## src/rtl/i2cm_pkg.sv

```systemverilog
// shared types, codes and constants of the i2c register access master
`default_nettype none

package i2cm_pkg;

    localparam int          MAX_READ_DEF    = 256;
    localparam int          CFG_W           = 16;
    localparam logic [15:0] PHASE_TICKS_RST = 16'd100;
    localparam logic [7:0]  ACK_TIMEOUT_RST = 8'd250;
    localparam logic [3:0]  BIT_LAST        = 4'd8;

    localparam logic [1:0]  ACT_WRITE = 2'd1;
    localparam logic [1:0]  ACT_READ  = 2'd2;

    localparam logic        CFG_PHASE_TICKS = 1'b0;
    localparam logic        CFG_ACK_TIMEOUT = 1'b1;

    typedef enum logic [4:0] {
        ST_IDLE     = 5'd0,
        ST_START_A  = 5'd1,
        ST_RSTART_A = 5'd2,
        ST_START_B  = 5'd3,
        ST_START_C  = 5'd4,
        ST_START_D  = 5'd5,
        ST_TX_L1    = 5'd6,
        ST_TX_L2    = 5'd7,
        ST_TX_L3    = 5'd8,
        ST_TX_H     = 5'd9,
        ST_TX_T     = 5'd10,
        ST_ACK_A    = 5'd11,
        ST_ACK_B    = 5'd12,
        ST_ACK_POLL = 5'd13,
        ST_RX_L     = 5'd14,
        ST_RX_H     = 5'd15,
        ST_MACK_A   = 5'd16,
        ST_MACK_B   = 5'd17,
        ST_MNACK_A  = 5'd18,
        ST_MNACK_B  = 5'd19,
        ST_STOP_A   = 5'd20,
        ST_STOP_B   = 5'd21,
        ST_STOP_C   = 5'd22
    } seq_state_t;

    typedef enum logic [2:0] {
        RL_W_DEV  = 3'd0,
        RL_W_REG  = 3'd1,
        RL_W_DATA = 3'd2,
        RL_R_DEV  = 3'd3,
        RL_R_REG  = 3'd4,
        RL_R_DEV1 = 3'd5,
        RL_STOP   = 3'd6,
        RL_FAULT  = 3'd7
    } byte_role_t;

    typedef struct packed {
        seq_state_t  seq;
        logic [15:0] phase_cnt;
        logic [3:0]  bit_cnt;
        logic [7:0]  shift;
        logic [7:0]  poll_cnt;
        logic [7:0]  held_dev;
        logic [7:0]  held_reg;
        logic [7:0]  held_data;
        byte_role_t  role;
    } i2cm_state_t;

    typedef struct packed {
        logic [1:0] action;
        logic [7:0] device_address;
        logic [7:0] register_address;
        logic [7:0] write_byte;
        logic [8:0] read_count;
        logic       sda_in;
    } i2cm_item_t;

    typedef struct packed {
        logic       scl_out;
        logic       sda_out;
        logic       sda_input_mode;
        logic       busy_res;
        logic       done_res;
        logic       ack_fault;
        logic [7:0] read_byte;
        logic       read_valid;
        logic       read_last;
    } i2cm_res_t;

    typedef struct packed {
        logic [15:0] phase_ticks;
        logic [7:0]  ack_timeout;
    } i2cm_cfg_t;

endpackage

`default_nettype wire

```

## src/rtl/i2cm_in_if.sv

```systemverilog
// command channel carrying one bus tick item
`default_nettype none

interface i2cm_in_if;
    logic       valid;
    logic       ready;
    logic [1:0] action;
    logic [7:0] device_address;
    logic [7:0] register_address;
    logic [7:0] write_byte;
    logic [8:0] read_count;
    logic       sda_in;

    modport source (
        output valid, action, device_address, register_address, write_byte,
               read_count, sda_in,
        input  ready
    );
    modport sink (
        input  valid, action, device_address, register_address, write_byte,
               read_count, sda_in,
        output ready
    );
endinterface

`default_nettype wire

```

## src/rtl/i2cm_out_if.sv

```systemverilog
// result channel carrying bus levels and status of one tick
`default_nettype none

interface i2cm_out_if;
    logic       valid;
    logic       ready;
    logic       scl_out;
    logic       sda_out;
    logic       sda_input_mode;
    logic       busy_res;
    logic       done_res;
    logic       ack_fault;
    logic [7:0] read_byte;
    logic       read_valid;
    logic       read_last;

    modport source (
        output valid, scl_out, sda_out, sda_input_mode, busy_res, done_res,
               ack_fault, read_byte, read_valid, read_last,
        input  ready
    );
    modport sink (
        input  valid, scl_out, sda_out, sda_input_mode, busy_res, done_res,
               ack_fault, read_byte, read_valid, read_last,
        output ready
    );
endinterface

`default_nettype wire

```

## src/rtl/i2cm_step.sv

```systemverilog
// next-state and bus level logic for one tick of the i2c sequencer
`default_nettype none

module i2cm_step #(
    parameter int MAX_READ = i2cm_pkg::MAX_READ_DEF,
    parameter int BL_W     = $clog2(MAX_READ + 1)
) (
    input  i2cm_pkg::i2cm_state_t cur,
    input  logic [BL_W-1:0]       bytes_left,
    input  i2cm_pkg::i2cm_item_t  item,
    input  i2cm_pkg::i2cm_cfg_t   cfg,
    output i2cm_pkg::i2cm_state_t nxt,
    output logic [BL_W-1:0]       bytes_left_next,
    output i2cm_pkg::i2cm_res_t   res
);
    import i2cm_pkg::*;

    logic [15:0]     phase_len;
    logic            phase_done;
    logic [15:0]     phase_inc;
    logic [3:0]      bit_inc;
    logic [7:0]      rx_byte;
    logic [BL_W-1:0] bl_dec;
    logic [BL_W-1:0] bl_sat;
    logic            done;
    logic            fault;
    logic            rvalid;
    logic            rlast;

    // a phase length of zero behaves as one
    assign phase_len  = (cfg.phase_ticks == 16'd0) ? 16'd1 : cfg.phase_ticks;
    assign phase_done = ({1'b0, cur.phase_cnt} + 17'd1) >= {1'b0, phase_len};
    assign phase_inc  = cur.phase_cnt + 16'd1;
    assign bit_inc    = cur.bit_cnt + 4'd1;
    assign rx_byte    = {cur.shift[6:0], item.sda_in};
    assign bl_dec     = (bytes_left != '0) ? bytes_left - BL_W'(1) : bytes_left;
    assign bl_sat     = (32'(item.read_count) > 32'(MAX_READ))
                        ? BL_W'(MAX_READ) : BL_W'(item.read_count);

    always_comb
    begin
        nxt             = cur;
        bytes_left_next = bytes_left;
        done            = 1'b0;
        fault           = 1'b0;
        rvalid          = 1'b0;
        rlast           = 1'b0;
        case (cur.seq)
            ST_IDLE:
            begin
                if (item.action == ACT_WRITE || item.action == ACT_READ)
                begin
                    nxt.held_dev    = item.device_address;
                    nxt.held_reg    = item.register_address;
                    nxt.held_data   = item.write_byte;
                    nxt.role        = (item.action == ACT_WRITE) ? RL_W_DEV : RL_R_DEV;
                    bytes_left_next = (item.action == ACT_READ) ? bl_sat : '0;
                    nxt.seq         = ST_START_A;
                    nxt.phase_cnt   = '0;
                end
            end
            ST_ACK_POLL:
            begin
                if (!item.sda_in)
                begin
                    // slave acknowledged: move on to the next byte of the transaction
                    nxt.phase_cnt = '0;
                    case (cur.role)
                        RL_W_DEV:
                        begin
                            nxt.role    = RL_W_REG;
                            nxt.shift   = cur.held_reg;
                            nxt.bit_cnt = '0;
                            nxt.seq     = ST_TX_L1;
                        end
                        RL_W_REG:
                        begin
                            nxt.role    = RL_W_DATA;
                            nxt.shift   = cur.held_data;
                            nxt.bit_cnt = '0;
                            nxt.seq     = ST_TX_L1;
                        end
                        RL_R_DEV:
                        begin
                            nxt.role    = RL_R_REG;
                            nxt.shift   = cur.held_reg;
                            nxt.bit_cnt = '0;
                            nxt.seq     = ST_TX_L1;
                        end
                        RL_R_REG:
                        begin
                            nxt.role = RL_R_DEV1;
                            nxt.seq  = ST_RSTART_A;
                        end
                        RL_R_DEV1:
                        begin
                            nxt.bit_cnt = '0;
                            nxt.shift   = '0;
                            nxt.seq     = (bytes_left != '0) ? ST_RX_L : ST_MNACK_A;
                        end
                        default:
                        begin
                            nxt.role = RL_STOP;
                            nxt.seq  = ST_STOP_A;
                        end
                    endcase
                end
                else if (cur.poll_cnt >= cfg.ack_timeout)
                begin
                    nxt.role      = RL_FAULT;
                    nxt.seq       = ST_STOP_A;
                    nxt.phase_cnt = '0;
                end
                else
                begin
                    nxt.poll_cnt = cur.poll_cnt + 8'd1;
                end
            end
            default:
            begin
                if (!phase_done)
                begin
                    nxt.phase_cnt = phase_inc;
                end
                else
                begin
                    nxt.phase_cnt = '0;
                    case (cur.seq)
                        ST_START_A,
                        ST_RSTART_A: nxt.seq = ST_START_B;
                        ST_START_B:  nxt.seq = ST_START_C;
                        ST_START_C:  nxt.seq = ST_START_D;
                        ST_START_D:
                        begin
                            nxt.shift   = (cur.role == RL_R_DEV1)
                                          ? (cur.held_dev | 8'h01) : cur.held_dev;
                            nxt.bit_cnt = '0;
                            nxt.seq     = ST_TX_L1;
                        end
                        ST_TX_L1: nxt.seq = ST_TX_L2;
                        ST_TX_L2: nxt.seq = ST_TX_L3;
                        ST_TX_L3: nxt.seq = ST_TX_H;
                        ST_TX_H:  nxt.seq = ST_TX_T;
                        ST_TX_T:
                        begin
                            nxt.shift   = {cur.shift[6:0], 1'b0};
                            nxt.bit_cnt = bit_inc;
                            if (bit_inc >= BIT_LAST)
                            begin
                                nxt.poll_cnt = '0;
                                nxt.seq      = ST_ACK_A;
                            end
                            else
                            begin
                                nxt.seq = ST_TX_L1;
                            end
                        end
                        ST_ACK_A: nxt.seq = ST_ACK_B;
                        ST_ACK_B: nxt.seq = ST_ACK_POLL;
                        ST_RX_L:  nxt.seq = ST_RX_H;
                        ST_RX_H:
                        begin
                            nxt.shift   = rx_byte;
                            nxt.bit_cnt = bit_inc;
                            if (bit_inc >= BIT_LAST)
                            begin
                                rvalid          = 1'b1;
                                rlast           = (bytes_left <= BL_W'(1));
                                bytes_left_next = bl_dec;
                                nxt.seq         = (bl_dec != '0) ? ST_MACK_A : ST_MNACK_A;
                            end
                            else
                            begin
                                nxt.seq = ST_RX_L;
                            end
                        end
                        ST_MACK_A: nxt.seq = ST_MACK_B;
                        ST_MACK_B:
                        begin
                            nxt.bit_cnt = '0;
                            nxt.shift   = '0;
                            nxt.seq     = ST_RX_L;
                        end
                        ST_MNACK_A: nxt.seq = ST_MNACK_B;
                        ST_MNACK_B:
                        begin
                            nxt.role = RL_STOP;
                            nxt.seq  = ST_STOP_A;
                        end
                        ST_STOP_A: nxt.seq = ST_STOP_B;
                        ST_STOP_B: nxt.seq = ST_STOP_C;
                        ST_STOP_C:
                        begin
                            done     = 1'b1;
                            fault    = (cur.role == RL_FAULT);
                            nxt.role = RL_W_DEV;
                            nxt.seq  = ST_IDLE;
                        end
                        default: nxt.seq = ST_IDLE;
                    endcase
                end
            end
        endcase
    end

    // bus levels follow the state after this tick's update
    always_comb
    begin
        res                = '0;
        res.scl_out        = 1'b1;
        res.sda_out        = 1'b1;
        res.sda_input_mode = 1'b0;
        case (nxt.seq)
            ST_RSTART_A:
            begin
                res.scl_out = 1'b0;
            end
            ST_START_C:
            begin
                res.sda_out = 1'b0;
            end
            ST_START_D, ST_MACK_A, ST_STOP_A:
            begin
                res.scl_out = 1'b0;
                res.sda_out = 1'b0;
            end
            ST_TX_L1, ST_TX_L2, ST_TX_L3, ST_TX_T:
            begin
                res.scl_out = 1'b0;
                res.sda_out = nxt.shift[7];
            end
            ST_TX_H:
            begin
                res.sda_out = nxt.shift[7];
            end
            ST_ACK_A, ST_RX_L:
            begin
                res.scl_out        = 1'b0;
                res.sda_input_mode = 1'b1;
            end
            ST_ACK_B, ST_ACK_POLL, ST_RX_H:
            begin
                res.sda_input_mode = 1'b1;
            end
            ST_MACK_B, ST_STOP_B:
            begin
                res.sda_out = 1'b0;
            end
            ST_MNACK_A:
            begin
                res.scl_out = 1'b0;
            end
            default:
            begin
                res.scl_out = 1'b1;
            end
        endcase
        res.busy_res   = (nxt.seq != ST_IDLE);
        res.done_res   = done;
        res.ack_fault  = fault;
        res.read_byte  = rvalid ? nxt.shift : 8'd0;
        res.read_valid = rvalid;
        res.read_last  = rlast;
    end

endmodule

`default_nettype wire

```

## src/rtl/i2c_master_register_access_top.sv

```systemverilog
// i2c register access master: input register, sequencer state and result register
`default_nettype none

// I2C master that runs a register write (START, device address, register address,
// data, STOP) or a register read (START, device address, register address, repeated
// START, read address, read_count bytes with ACK/NACK, STOP). Every command-channel
// transaction is one bus tick and yields exactly one result transaction with the SCL
// and SDA levels and status of that tick. A tick is accepted every cycle as long as
// results are taken; it waits in the input register until its result has room, then
// passes to the output register. The sequencer state register is updated once per
// tick by a single pass through the step logic. Bus phase length and acknowledge
// timeout are set via the write port, by the user only while idle (not checked).

module i2c_master_register_access_top #(
    parameter int MAX_READ = i2cm_pkg::MAX_READ_DEF
) (
    input  wire logic                    clk,
    input  wire logic                    rst_n,
    i2cm_in_if.sink                      in_ch,
    i2cm_out_if.source                   out_ch,
    input  wire logic                    cfg_we,
    input  wire logic                    cfg_index,
    input  wire logic [i2cm_pkg::CFG_W-1:0] cfg_wdata
);
    import i2cm_pkg::*;

    localparam int BL_W = $clog2(MAX_READ + 1);

    i2cm_cfg_t       cfg_reg;
    i2cm_item_t      item_reg;
    logic            item_vld_reg;
    i2cm_state_t     state_reg;
    i2cm_state_t     state_next;
    logic [BL_W-1:0] bytes_left_reg;
    logic [BL_W-1:0] bytes_left_next;
    i2cm_res_t       res_reg;
    i2cm_res_t       res_next;
    logic            out_vld_reg;
    logic            advance;

    // a tick moves through the step logic when its result has room
    assign advance      = item_vld_reg && (!out_vld_reg || out_ch.ready);
    assign in_ch.ready  = !item_vld_reg || advance;

    always_ff @(posedge clk or negedge rst_n)
    begin
        if (!rst_n)
        begin
            cfg_reg.phase_ticks <= PHASE_TICKS_RST;
            cfg_reg.ack_timeout <= ACK_TIMEOUT_RST;
        end
        else if (cfg_we)
        begin
            case (cfg_index)
                CFG_PHASE_TICKS: cfg_reg.phase_ticks <= cfg_wdata[15:0];
                CFG_ACK_TIMEOUT: cfg_reg.ack_timeout <= cfg_wdata[7:0];
                default:         cfg_reg <= cfg_reg;
            endcase
        end
    end

    always_ff @(posedge clk or negedge rst_n)
    begin
        if (!rst_n)
        begin
            item_vld_reg <= 1'b0;
        end
        else if (in_ch.valid && in_ch.ready)
        begin
            item_vld_reg <= 1'b1;
        end
        else if (advance)
        begin
            item_vld_reg <= 1'b0;
        end
    end

    always_ff @(posedge clk)
    begin
        if (in_ch.valid && in_ch.ready)
        begin
            item_reg.action           <= in_ch.action;
            item_reg.device_address   <= in_ch.device_address;
            item_reg.register_address <= in_ch.register_address;
            item_reg.write_byte       <= in_ch.write_byte;
            item_reg.read_count       <= in_ch.read_count;
            item_reg.sda_in           <= in_ch.sda_in;
        end
    end

    i2cm_step #(
        .MAX_READ (MAX_READ),
        .BL_W     (BL_W)
    ) u_step (
        .cur             (state_reg),
        .bytes_left      (bytes_left_reg),
        .item            (item_reg),
        .cfg             (cfg_reg),
        .nxt             (state_next),
        .bytes_left_next (bytes_left_next),
        .res             (res_next)
    );

    always_ff @(posedge clk or negedge rst_n)
    begin
        if (!rst_n)
        begin
            state_reg      <= '0;
            bytes_left_reg <= '0;
        end
        else if (advance)
        begin
            state_reg      <= state_next;
            bytes_left_reg <= bytes_left_next;
        end
    end

    always_ff @(posedge clk or negedge rst_n)
    begin
        if (!rst_n)
        begin
            out_vld_reg <= 1'b0;
        end
        else if (advance)
        begin
            out_vld_reg <= 1'b1;
        end
        else if (out_ch.ready)
        begin
            out_vld_reg <= 1'b0;
        end
    end

    always_ff @(posedge clk)
    begin
        if (advance)
        begin
            res_reg <= res_next;
        end
    end

    assign out_ch.valid          = out_vld_reg;
    assign out_ch.scl_out        = res_reg.scl_out;
    assign out_ch.sda_out        = res_reg.sda_out;
    assign out_ch.sda_input_mode = res_reg.sda_input_mode;
    assign out_ch.busy_res       = res_reg.busy_res;
    assign out_ch.done_res       = res_reg.done_res;
    assign out_ch.ack_fault      = res_reg.ack_fault;
    assign out_ch.read_byte      = res_reg.read_byte;
    assign out_ch.read_valid     = res_reg.read_valid;
    assign out_ch.read_last      = res_reg.read_last;

    // a fault is only ever reported together with the end of a transaction
    a_fault_with_done: assert property (@(posedge clk) disable iff (!rst_n)
        (out_vld_reg && res_reg.ack_fault) |-> res_reg.done_res)
        else $error("ack fault reported without done");

    // a received byte never coincides with the final stop
    a_no_read_at_done: assert property (@(posedge clk) disable iff (!rst_n)
        out_vld_reg |-> !(res_reg.done_res && res_reg.read_valid))
        else $error("read byte and done on the same tick");

    // idle always holds a cleared phase counter
    a_idle_phase_clear: assert property (@(posedge clk) disable iff (!rst_n)
        (state_reg.seq == ST_IDLE) |-> (state_reg.phase_cnt == 16'd0))
        else $error("phase counter running while idle");

    // the bit counter never runs past a full byte
    a_bit_cnt_range: assert property (@(posedge clk) disable iff (!rst_n)
        state_reg.bit_cnt <= BIT_LAST)
        else $error("bit counter past eight");

    // a tick that passes the step logic leaves a result behind on the next cycle
    a_advance_result: assert property (@(posedge clk) disable iff (!rst_n)
        advance |=> out_vld_reg)
        else $error("result register empty after a step");

endmodule

`default_nettype wire

```

## src/flat_wrapper.sv

```systemverilog
// flat-port wrapper written by rule: the top's interface ports become plain ports
module i2c_master_register_access_top_flat import i2cm_pkg::*;
#(
    parameter int MAX_READ = i2cm_pkg::MAX_READ_DEF
)
  (clk, rst_n, cfg_we, cfg_index, cfg_wdata, in_ch_valid, in_ch_action, in_ch_device_address, in_ch_register_address, in_ch_write_byte, in_ch_read_count, in_ch_sda_in, in_ch_ready, out_ch_valid, out_ch_scl_out, out_ch_sda_out, out_ch_sda_input_mode, out_ch_busy_res, out_ch_done_res, out_ch_ack_fault, out_ch_read_byte, out_ch_read_valid, out_ch_read_last, out_ch_ready);
  i2cm_in_if in_ch_i ();
  i2cm_out_if out_ch_i ();
  input  wire logic clk;
  input  wire logic rst_n;
  input  wire logic cfg_we;
  input  wire logic cfg_index;
  input  wire logic [i2cm_pkg::CFG_W-1:0] cfg_wdata;
  input wire logic [$bits(in_ch_i.valid)-1:0] in_ch_valid;
  input wire logic [$bits(in_ch_i.action)-1:0] in_ch_action;
  input wire logic [$bits(in_ch_i.device_address)-1:0] in_ch_device_address;
  input wire logic [$bits(in_ch_i.register_address)-1:0] in_ch_register_address;
  input wire logic [$bits(in_ch_i.write_byte)-1:0] in_ch_write_byte;
  input wire logic [$bits(in_ch_i.read_count)-1:0] in_ch_read_count;
  input wire logic [$bits(in_ch_i.sda_in)-1:0] in_ch_sda_in;
  output wire logic [$bits(in_ch_i.ready)-1:0] in_ch_ready;
  output wire logic [$bits(out_ch_i.valid)-1:0] out_ch_valid;
  output wire logic [$bits(out_ch_i.scl_out)-1:0] out_ch_scl_out;
  output wire logic [$bits(out_ch_i.sda_out)-1:0] out_ch_sda_out;
  output wire logic [$bits(out_ch_i.sda_input_mode)-1:0] out_ch_sda_input_mode;
  output wire logic [$bits(out_ch_i.busy_res)-1:0] out_ch_busy_res;
  output wire logic [$bits(out_ch_i.done_res)-1:0] out_ch_done_res;
  output wire logic [$bits(out_ch_i.ack_fault)-1:0] out_ch_ack_fault;
  output wire logic [$bits(out_ch_i.read_byte)-1:0] out_ch_read_byte;
  output wire logic [$bits(out_ch_i.read_valid)-1:0] out_ch_read_valid;
  output wire logic [$bits(out_ch_i.read_last)-1:0] out_ch_read_last;
  input wire logic [$bits(out_ch_i.ready)-1:0] out_ch_ready;
  assign in_ch_i.valid = in_ch_valid;
  assign in_ch_i.action = in_ch_action;
  assign in_ch_i.device_address = in_ch_device_address;
  assign in_ch_i.register_address = in_ch_register_address;
  assign in_ch_i.write_byte = in_ch_write_byte;
  assign in_ch_i.read_count = in_ch_read_count;
  assign in_ch_i.sda_in = in_ch_sda_in;
  assign in_ch_ready = in_ch_i.ready;
  assign out_ch_valid = out_ch_i.valid;
  assign out_ch_scl_out = out_ch_i.scl_out;
  assign out_ch_sda_out = out_ch_i.sda_out;
  assign out_ch_sda_input_mode = out_ch_i.sda_input_mode;
  assign out_ch_busy_res = out_ch_i.busy_res;
  assign out_ch_done_res = out_ch_i.done_res;
  assign out_ch_ack_fault = out_ch_i.ack_fault;
  assign out_ch_read_byte = out_ch_i.read_byte;
  assign out_ch_read_valid = out_ch_i.read_valid;
  assign out_ch_read_last = out_ch_i.read_last;
  assign out_ch_i.ready = out_ch_ready;
  i2c_master_register_access_top #(.MAX_READ(MAX_READ)) u_core (.clk(clk), .rst_n(rst_n), .in_ch(in_ch_i), .out_ch(out_ch_i), .cfg_we(cfg_we), .cfg_index(cfg_index), .cfg_wdata(cfg_wdata));
endmodule
```

## config.mk

```make
export PLATFORM = sky130hd
export DESIGN_NAME = i2c_master_register_access_top_flat
export DESIGN_NICKNAME = d
export VERILOG_FILES = /design/src/rtl/i2cm_pkg.sv /design/src/rtl/i2cm_in_if.sv /design/src/rtl/i2cm_out_if.sv /design/src/rtl/i2cm_step.sv /design/src/rtl/i2c_master_register_access_top.sv /design/src/flat_wrapper.sv
export SDC_FILE = /design/constraint.sdc
export NUM_CORES = 1
export LEC_CHECK = 0
export ABC_AREA = 1
export BUFFER_PORTS_ARGS = -buffer_cell sky130_fd_sc_hd__clkbuf_2
export CAP_MARGIN = 20
export CELL_PAD_IN_SITES_DETAIL_PLACEMENT = 0
export CELL_PAD_IN_SITES_GLOBAL_PLACEMENT = 2
export CORE_MARGIN = 2
export CORE_UTILIZATION = 37
export DETAILED_ROUTE_END_ITERATION = 8
export PLACE_DENSITY_LB_ADDON = 0.1
export SLEW_MARGIN = 30
export SYNTH_ARGS = -nofsm -noshare
export SYNTH_HDL_FRONTEND = slang
export SYNTH_SLANG_ARGS = --single-unit
```

## constraint.sdc

```tcl
create_clock -name clk -period 4.15 [get_ports clk]
set_clock_uncertainty 0.2 [all_clocks]
set_input_delay 0.83 -clock clk [delete_from_list [all_inputs] [get_ports clk]]
set_output_delay 0.83 -clock clk [all_outputs]
set_load 0.005 [all_outputs]
```

==> impl_metrics.ini, run 1 <==
[status]
status = complete, no violations

[placed_design]
dpl_cell_area_um2 = 9260
port_buffers = 75
dp_hpwl_um = 16100
place.gp.congestion = 0.830

[power_and_ir_drop]
peakVddDrop_mv = 0.305
seqPwrFrac_pct = 35.6
swShare_pct = 41.5
power_frac_comb_pct = 39.4
p_leak_uw = 0.00477
power.internal_uw = 3660
power.density_nw_per_um2 = 626
p_sw_uw = 2600
power_frac_clock_pct = 25.0

[critical_path]
cp_data_arrival_time_ns = 3.83
critPathLaunchType = flop
crit_start = u_core.state_reg[47]
worstPathRequired_ns = 4.14
worstSetupEndpointType = flop
cp_slowest_cell = dfrtp_1
critPathMaxFanout = 8
max_stage_delay_ns = 0.38
path_cells = ha_1 > nand2_1 > inv_2 > nand2_2 > nor2_4 > nand2_1 > nor2_2 > and3_1 > xor2_1 > inv_1 > ha_1 > a21oi_1 > nand3b_1 > nand3_2 > nor2_4 > nand3_4 > buf_6 > nand3b_1 > nand3_1 > nor2_1 > nand3_1 > nand4_1 > nor2_1
r2r-start = u_core.state_reg[47]
critical_path_class = reg -> reg

[timing]
period_needed_ns = 3.84
slew_violations = 0
finalHoldViolCount = 0
rsz0062_at_grt = true
relSlewSlack_pct = 49.7
min_period_over_period_pct = 92.6
worstMarginPinSlew_ns = 0.754
fmax_ghz = 0.260
setup_viol = 0

[floorplan]
dieArea_um2 = 24200
die_x_um = 155
initial_core_util_pct = 37.6
die_h_um = 155
rows = 55
io_pins = 76
core_area_um2 = 22600

[detailed_routing]
wire_per_inst_um = 15.9
ant_nets = 0
drt_iter0_drc = 369
via_count = 6725
wl_met1_um = 10600
highest_layer = met4
dr_wl_met2_um = 10000
viasPerCell = 4.97
drc = 0
totalWireLength_um = 21400
met3_length_um = 568
drt-pass1-iter-count = 5

[finish]
multi_input_area_um2 = 3720
final_area_um2 = 10000
nets = 1144
drive_above_1_share_pct = 21.9
ff_latch_area_um2 = 4150
n_antenna_cell = 0
fillers = 2277
postLayoutCoreUtil_pct = 44.3
syn_to_final_growth_pct = 17.8
largest_reg_flops = 68

[clocking]
clock_path_buffers = 2
cts_hold_buf = 0
clock_tree.htree_level_count = 4
numCtsBuffers = 17
clk_pin_slew_ns = 0.07
cts_tree = done
cts_root_buffer = clkbuf_16
cts_num_sinks = 155
clk_latency_ns = 0.43

[synthesis]
yosysSeqAreaShare_pct = 48.9
ys_seq_elements = 155
async_flop_share_pct = 66.5
synthTopCellsByArea = dfrtp_1 (28%), edfxtp_1 (18%), nand2_1 (8.0%)
synth_nets = 1044
synth_edf_count = 52
synthCells = 955
yosys.area.top_type_share_pct = 27.7
synth_area_um2 = 8490
synthFlopType = dfrtp_1
synth_cell_types = 56
yosysWarnings = 0
yosys.area.top_type = dfrtp_1
avgSynthCellArea_um2 = 8.89

[global_routing]
grt_max_degree = 60
track_usage_pct = 18.6
grt-ovfl-total = 0
grt_pass1_wl_um = 35100
antenna_found_initial = 0
grt_pass1_vias = 6622

[run]
cap_violations = 0

[worst_hold_path]
hold_class = in -> async
## synth_stat cells, types with 7 or more instances
cell / n
dfstp_2: 9
a21oi_1: 35
nor2_4: 8
a22oi_1: 8
buf_2: 10
nand2_2: 9
inv_1: 144
o22ai_1: 21
xor2_1: 18
nor2_2: 7
inv_2: 12
o21ai_0: 78
nor2_1: 64
edfxtp_1: 52
nand2_1: 182
ha_1: 31
nor3_1: 8
mux2_2: 22
nand4_1: 26
dfrtp_1: 94
nor4_1: 8
nand3_1: 47
## placed cells by master, fill, tap and decap left out, types with 9 or more instances in the layout
cell,instances
ha_1,31
nand2_1,181
inv_1,144
mux2_2,22
clkbuf_16,17
buf_4,23
edfxtp_1,52
nor2_1,58
nand4_1,26
o21ai_0,78
clkbuf_2,74
inv_2,12
nand3_1,45
a21oi_1,35
dfrtp_1,94
o22ai_1,21
nand2_2,10
xor2_1,16
dfstp_2,9
nor2_2,13
## cells by family after synthesis
kind of cell,Yosys count,share of synthesized area (%)
and+or+nand+nor,381,21.7
muxes,22,2.92
xor gates and xnor gates,19,1.96
AOI/OAI and AO/OA,171,11.9
DFF,155,48.9
buffers and inverters,176,8.09
adders and majority gates,31,4.57
## power groups by stage
| stage | Combinational [uW] | Clock (uW) | Sequential [uW] |
|---|---|---|---|
| 2_1_floorplan | 1740 | 0 | 2190 |
| 3_3_place_gp | 2430 | 0 | 2260 |
| 3_5_place_dp | 2400 | 0 | 2260 |
| 4_1_cts | 2410 | 1610 | 2230 |
| 5_1_grt | 2790 | 1670 | 2280 |
| 6_report | 2470 | 1560 | 2230 |
## final timing paths
path / cells past startpoint / end / slack [ns]
worst min-delay path: 1 / u_core.cfg_reg[17] / 0.21
max in group asynchronous: 2 / u_core.cfg_reg[1] / 2.75
worst min register to register: 1 / u_core.state_reg[26] / 0.27
worst max-delay path: 23 / u_core.out_ch.scl_out / 0.31
worst max register to register: 23 / u_core.out_ch.scl_out / 0.31
min in group clk: 1 / u_core.state_reg[26] / 0.27
## worst max-delay path: cells and delay by family, from the launching register on
family	cells	cell delay (ns)
XOR/XNOR	1	0.19
AND/OR/NAND/NOR	16	1.79
AO/OA/AOI/OAI	1	0.21
flip-flops	1	0.38
adder cells (fa/ha/maj)	2	0.51
buffers and inverters	3	0.33
## layout make-up
cell class / instances / share of cell area, %
clock buffers: 17 / 4.25
clock inverters: 15 / 1.75
inverters: 157 / 5.92
multi-input cells: 624 / 37.2
flip-flops and latches: 155 / 41.5
well taps: 285 / 3.57
repair buffers: 100 / 5.86
## per-stage QoR
step,hold WS [ns],setup TNS (ns),instances,worst slack (ns),power [uW]
3_5_place_dp,0.264,-0.0590,1312,-0.0590,4660
2_1_floorplan,0.253,0,955,0.452,3930
6_report,0.207,0,1353,0.309,6260
3_3_place_gp,0.259,0,1312,0.00576,4690
4_1_cts,0.246,0,1345,0.0544,6250
5_1_grt,0.256,-0.0158,1353,-0.0158,6740
## per-layer routing
layer | GRT usage [%] | vias up
li1 | - | 3418
met1 | 26.7 | 3187
met2 | 29.2 | 106
met3 | 3.12 | 14
met4 | 5.20 | 0
met5 | 0 | -
## what timing repair did
item,CTS,global route
pin swaps,1,10
setup endpoints to repair,2,60
resized for setup,2,15
setup buffers,1,8
cloned,0,0
Power figures use the tool's default switching activity.
==> run 2: changes to the inputs <==
CORE_MARGIN = not set   (was 2)
CORE_UTILIZATION = 35   (was 37)
clock period = 3.7 ns   (was 4.15 ns; I/O delays follow)
==> run 2 against run 1 <==
The flow now finishes with violations (negative setup slack). Non-clock buffer count up 54. Sequential share of layout area is 3.3 points lower. Flip-flop and latch count unchanged. First-iteration DRC count fell by 4.6%. Count of clock-buffer cells in the layout unchanged. Sequential power is 13% higher. Register-to-register slack lost 0.41 ns. Hold slack got worse by 0.077 ns. Via count up 2.9%. Global-route usage is 0.52 points higher.
==> impl_metrics.ini, run 2 (synthesis gave the netlist of run 1 again) <==
[timing]
min_period_over_period_pct = 103
setup_viol = 3
finalWorstSetupSlack_ns = -0.0985
rsz0062_at_grt = true
finalHoldViolCount = 0
slew_violations = 0
fmax_ghz = 0.263
period_needed_ns = 3.80
relSlewSlack_pct = 53.3
worstMarginPinSlew_ns = 0.698

[detailed_routing]
viasPerCell = 4.80
drt_iter0_drc = 352
ant_nets = 0
drt-pass1-iter-count = 5
totalWireLength_um = 22700
wire_per_inst_um = 15.7
drc = 0
via_count = 6921

[finish]
mostFrequentLayoutCell = nand2_1
fillers = 2355
drive_above_1_share_pct = 29.7
syn_to_final_growth_pct = 28.0
postLayoutCoreUtil_pct = 46.0
n_antenna_cell = 0
ff_latch_area_um2 = 4150
nets = 1198
largest_reg_flops = 68
multi_input_area_um2 = 4030
final_area_um2 = 10900
stdcell_count = 1441
mostFrequentLayoutCells = nand2_1 (171), inv_1 (141), dfrtp_1 (94), clkbuf_2 (74), buf_4 (65)

[placed_design]
dpl_cell_area_um2 = 9660
dp_hpwl_um = 16800
port_buffers = 75
place.gp.congestion = 0.884
dp.cells = 1390
post-place-ws_ns = -0.274

[critical_path]
max_stage_delay_ns = 0.37
worstSetupEndpointType = flop
critPathMaxFanout = 7
cpMostUsedCell = nand3_4
cp_slowest_cell = dfrtp_1
cp_data_arrival_time_ns = 3.77
critical_path_class = reg -> reg
worstPathRequired_ns = 3.67
crit_family = simple AND/OR/NAND/NOR gates
cp_num_buf_inv = 6
path_cells = ha_1 > nand2_1 > inv_2 > nand2_2 > nor2_4 > xor2_1 > inv_1 > ha_1 > nand2_1 > inv_1 > a21oi_1 > a21boi_2 > nor2_2 > nor2_4 > nand3_4 > buf_12 > buf_8 > nand3_4 > nand3_4 > buf_6 > nand3_1 > nand4_1
critPathLaunchType = flop

[status]
status = complete, but fails checks
violations = negative setup slack

[floorplan]
initial_core_util_pct = 36.0
die_x_um = 158
io_pins = 76
core_area_um2 = 23600
dieArea_um2 = 24900
die_h_um = 158
rows = 56

[power_and_ir_drop]
peakVddDrop_mv = 0.272
power_uw = 7810
power.density_nw_per_um2 = 718
p_leak_uw = 0.00512

[global_routing]
track_usage_pct = 19.2
grt-ovfl-total = 0
grt_pass1_wl_um = 36200
grt_max_degree = 43
antenna_found_initial = 0
grt_pass1_vias = 6760

[clocking]
cts_tree = done
clk_pin_slew_ns = 0.08
clock_tree.htree_level_count = 4
cts_hold_buf = 0
cts_root_buffer = clkbuf_16
numCtsBuffers = 17
clock_path_buffers = 2
clk_latency_ns = 0.44
cts_num_sinks = 155

[worst_hold_path]
hold_class = in -> async

[run]
cap_violations = 0
==> run 2: cell types whose count changed in the layout (fill, tap and decap cells not counted), sizes merged <==
cell	change
buf	+54
==> run 2: report_power, final <==
part | switching (uW) | total (uW) | leakage (uW) | internal, uW
Clock | 882 | 1810 | 0.000297 | 926
Sequential | 289 | 2510 | 0.00177 | 2220
Combinational | 2050 | 3490 | 0.00305 | 1440
==> run 2: worst paths after layout <==
check / start / to / slack [ns] / cells after the start
worst min register to register: u_core.item_reg[33] / u_core.state_reg[26] / 0.27 / 1
max in group asynchronous: rst_n / u_core.cfg_reg[7] / 2.42 / 2
worst max register to register: u_core.state_reg[47] / u_core.out_ch.sda_out / -0.1 / 22
worst max-delay path: u_core.state_reg[47] / u_core.out_ch.sda_out / -0.1 / 22
worst min-delay path: rst_n / u_core.bytes_left_reg[0] / 0.13 / 1
min in group clk: in_ch_write_byte[2] / u_core.item_reg[12] / 0.27 / 1
==> run 2: layout make-up <==
type                            count  share of cell area (%)
Sequential cell                   155                    38.2
Clock buffer                       17                    3.91
Multi-Input combinational cell    624                    37.1
Inverter                          157                    5.49
Tap cell                          319                    3.67
Timing Repair Buffer              154                    9.84
Clock inverter                     15                    1.80
==> run 2: what timing repair did <==
item | CTS | global route
buffers inserted | 3 | 17
pin swaps | 5 | 31
gates resized for setup | 20 | 93
setup endpoints to repair | 54 | 65
==> run 2: per-stage QoR <==
step	setup TNS [ns]	hold slack, ns
final	-0.239	0.129
after global routing	-12.01	0.160
after CTS	0	0.144
after detailed placement	-6.61	0.265
after global placement	-3.64	0.259
after floorplan	0	0.244
==> run 2: layer usage <==
layer / global-route usage [%] / vias to the layer above / part of all wire, %
met5: 0 / - / 0
met4: 5.04 / 0 / 1.6
met3: 3.39 / 19 / 2.8
met2: 29.9 / 116 / 46
met1: 27.2 / 3251 / 50
li1: - / 3535 / -
==> run 2: worst reg2reg max path: stages, from the launching register on <==
cell and delay [ns]:
dfrtp_1 0.37, ha_1 0.18, nand2_1 0.08, inv_2 0.06, nand2_2 0.06, nor2_4 0.13, xor2_1 0.32, inv_1 0.08
ha_1 0.34, nand2_1 0.10, inv_1 0.04, a21oi_1 0.25, a21boi_2 0.23, nor2_2 0.06, nor2_4 0.12, nand3_4 0.10
buf_12 0.16, buf_8 0.13, nand3_4 0.06, nand3_4 0.12, buf_6 0.15, nand3_1 0.10, nand4_1 0.10
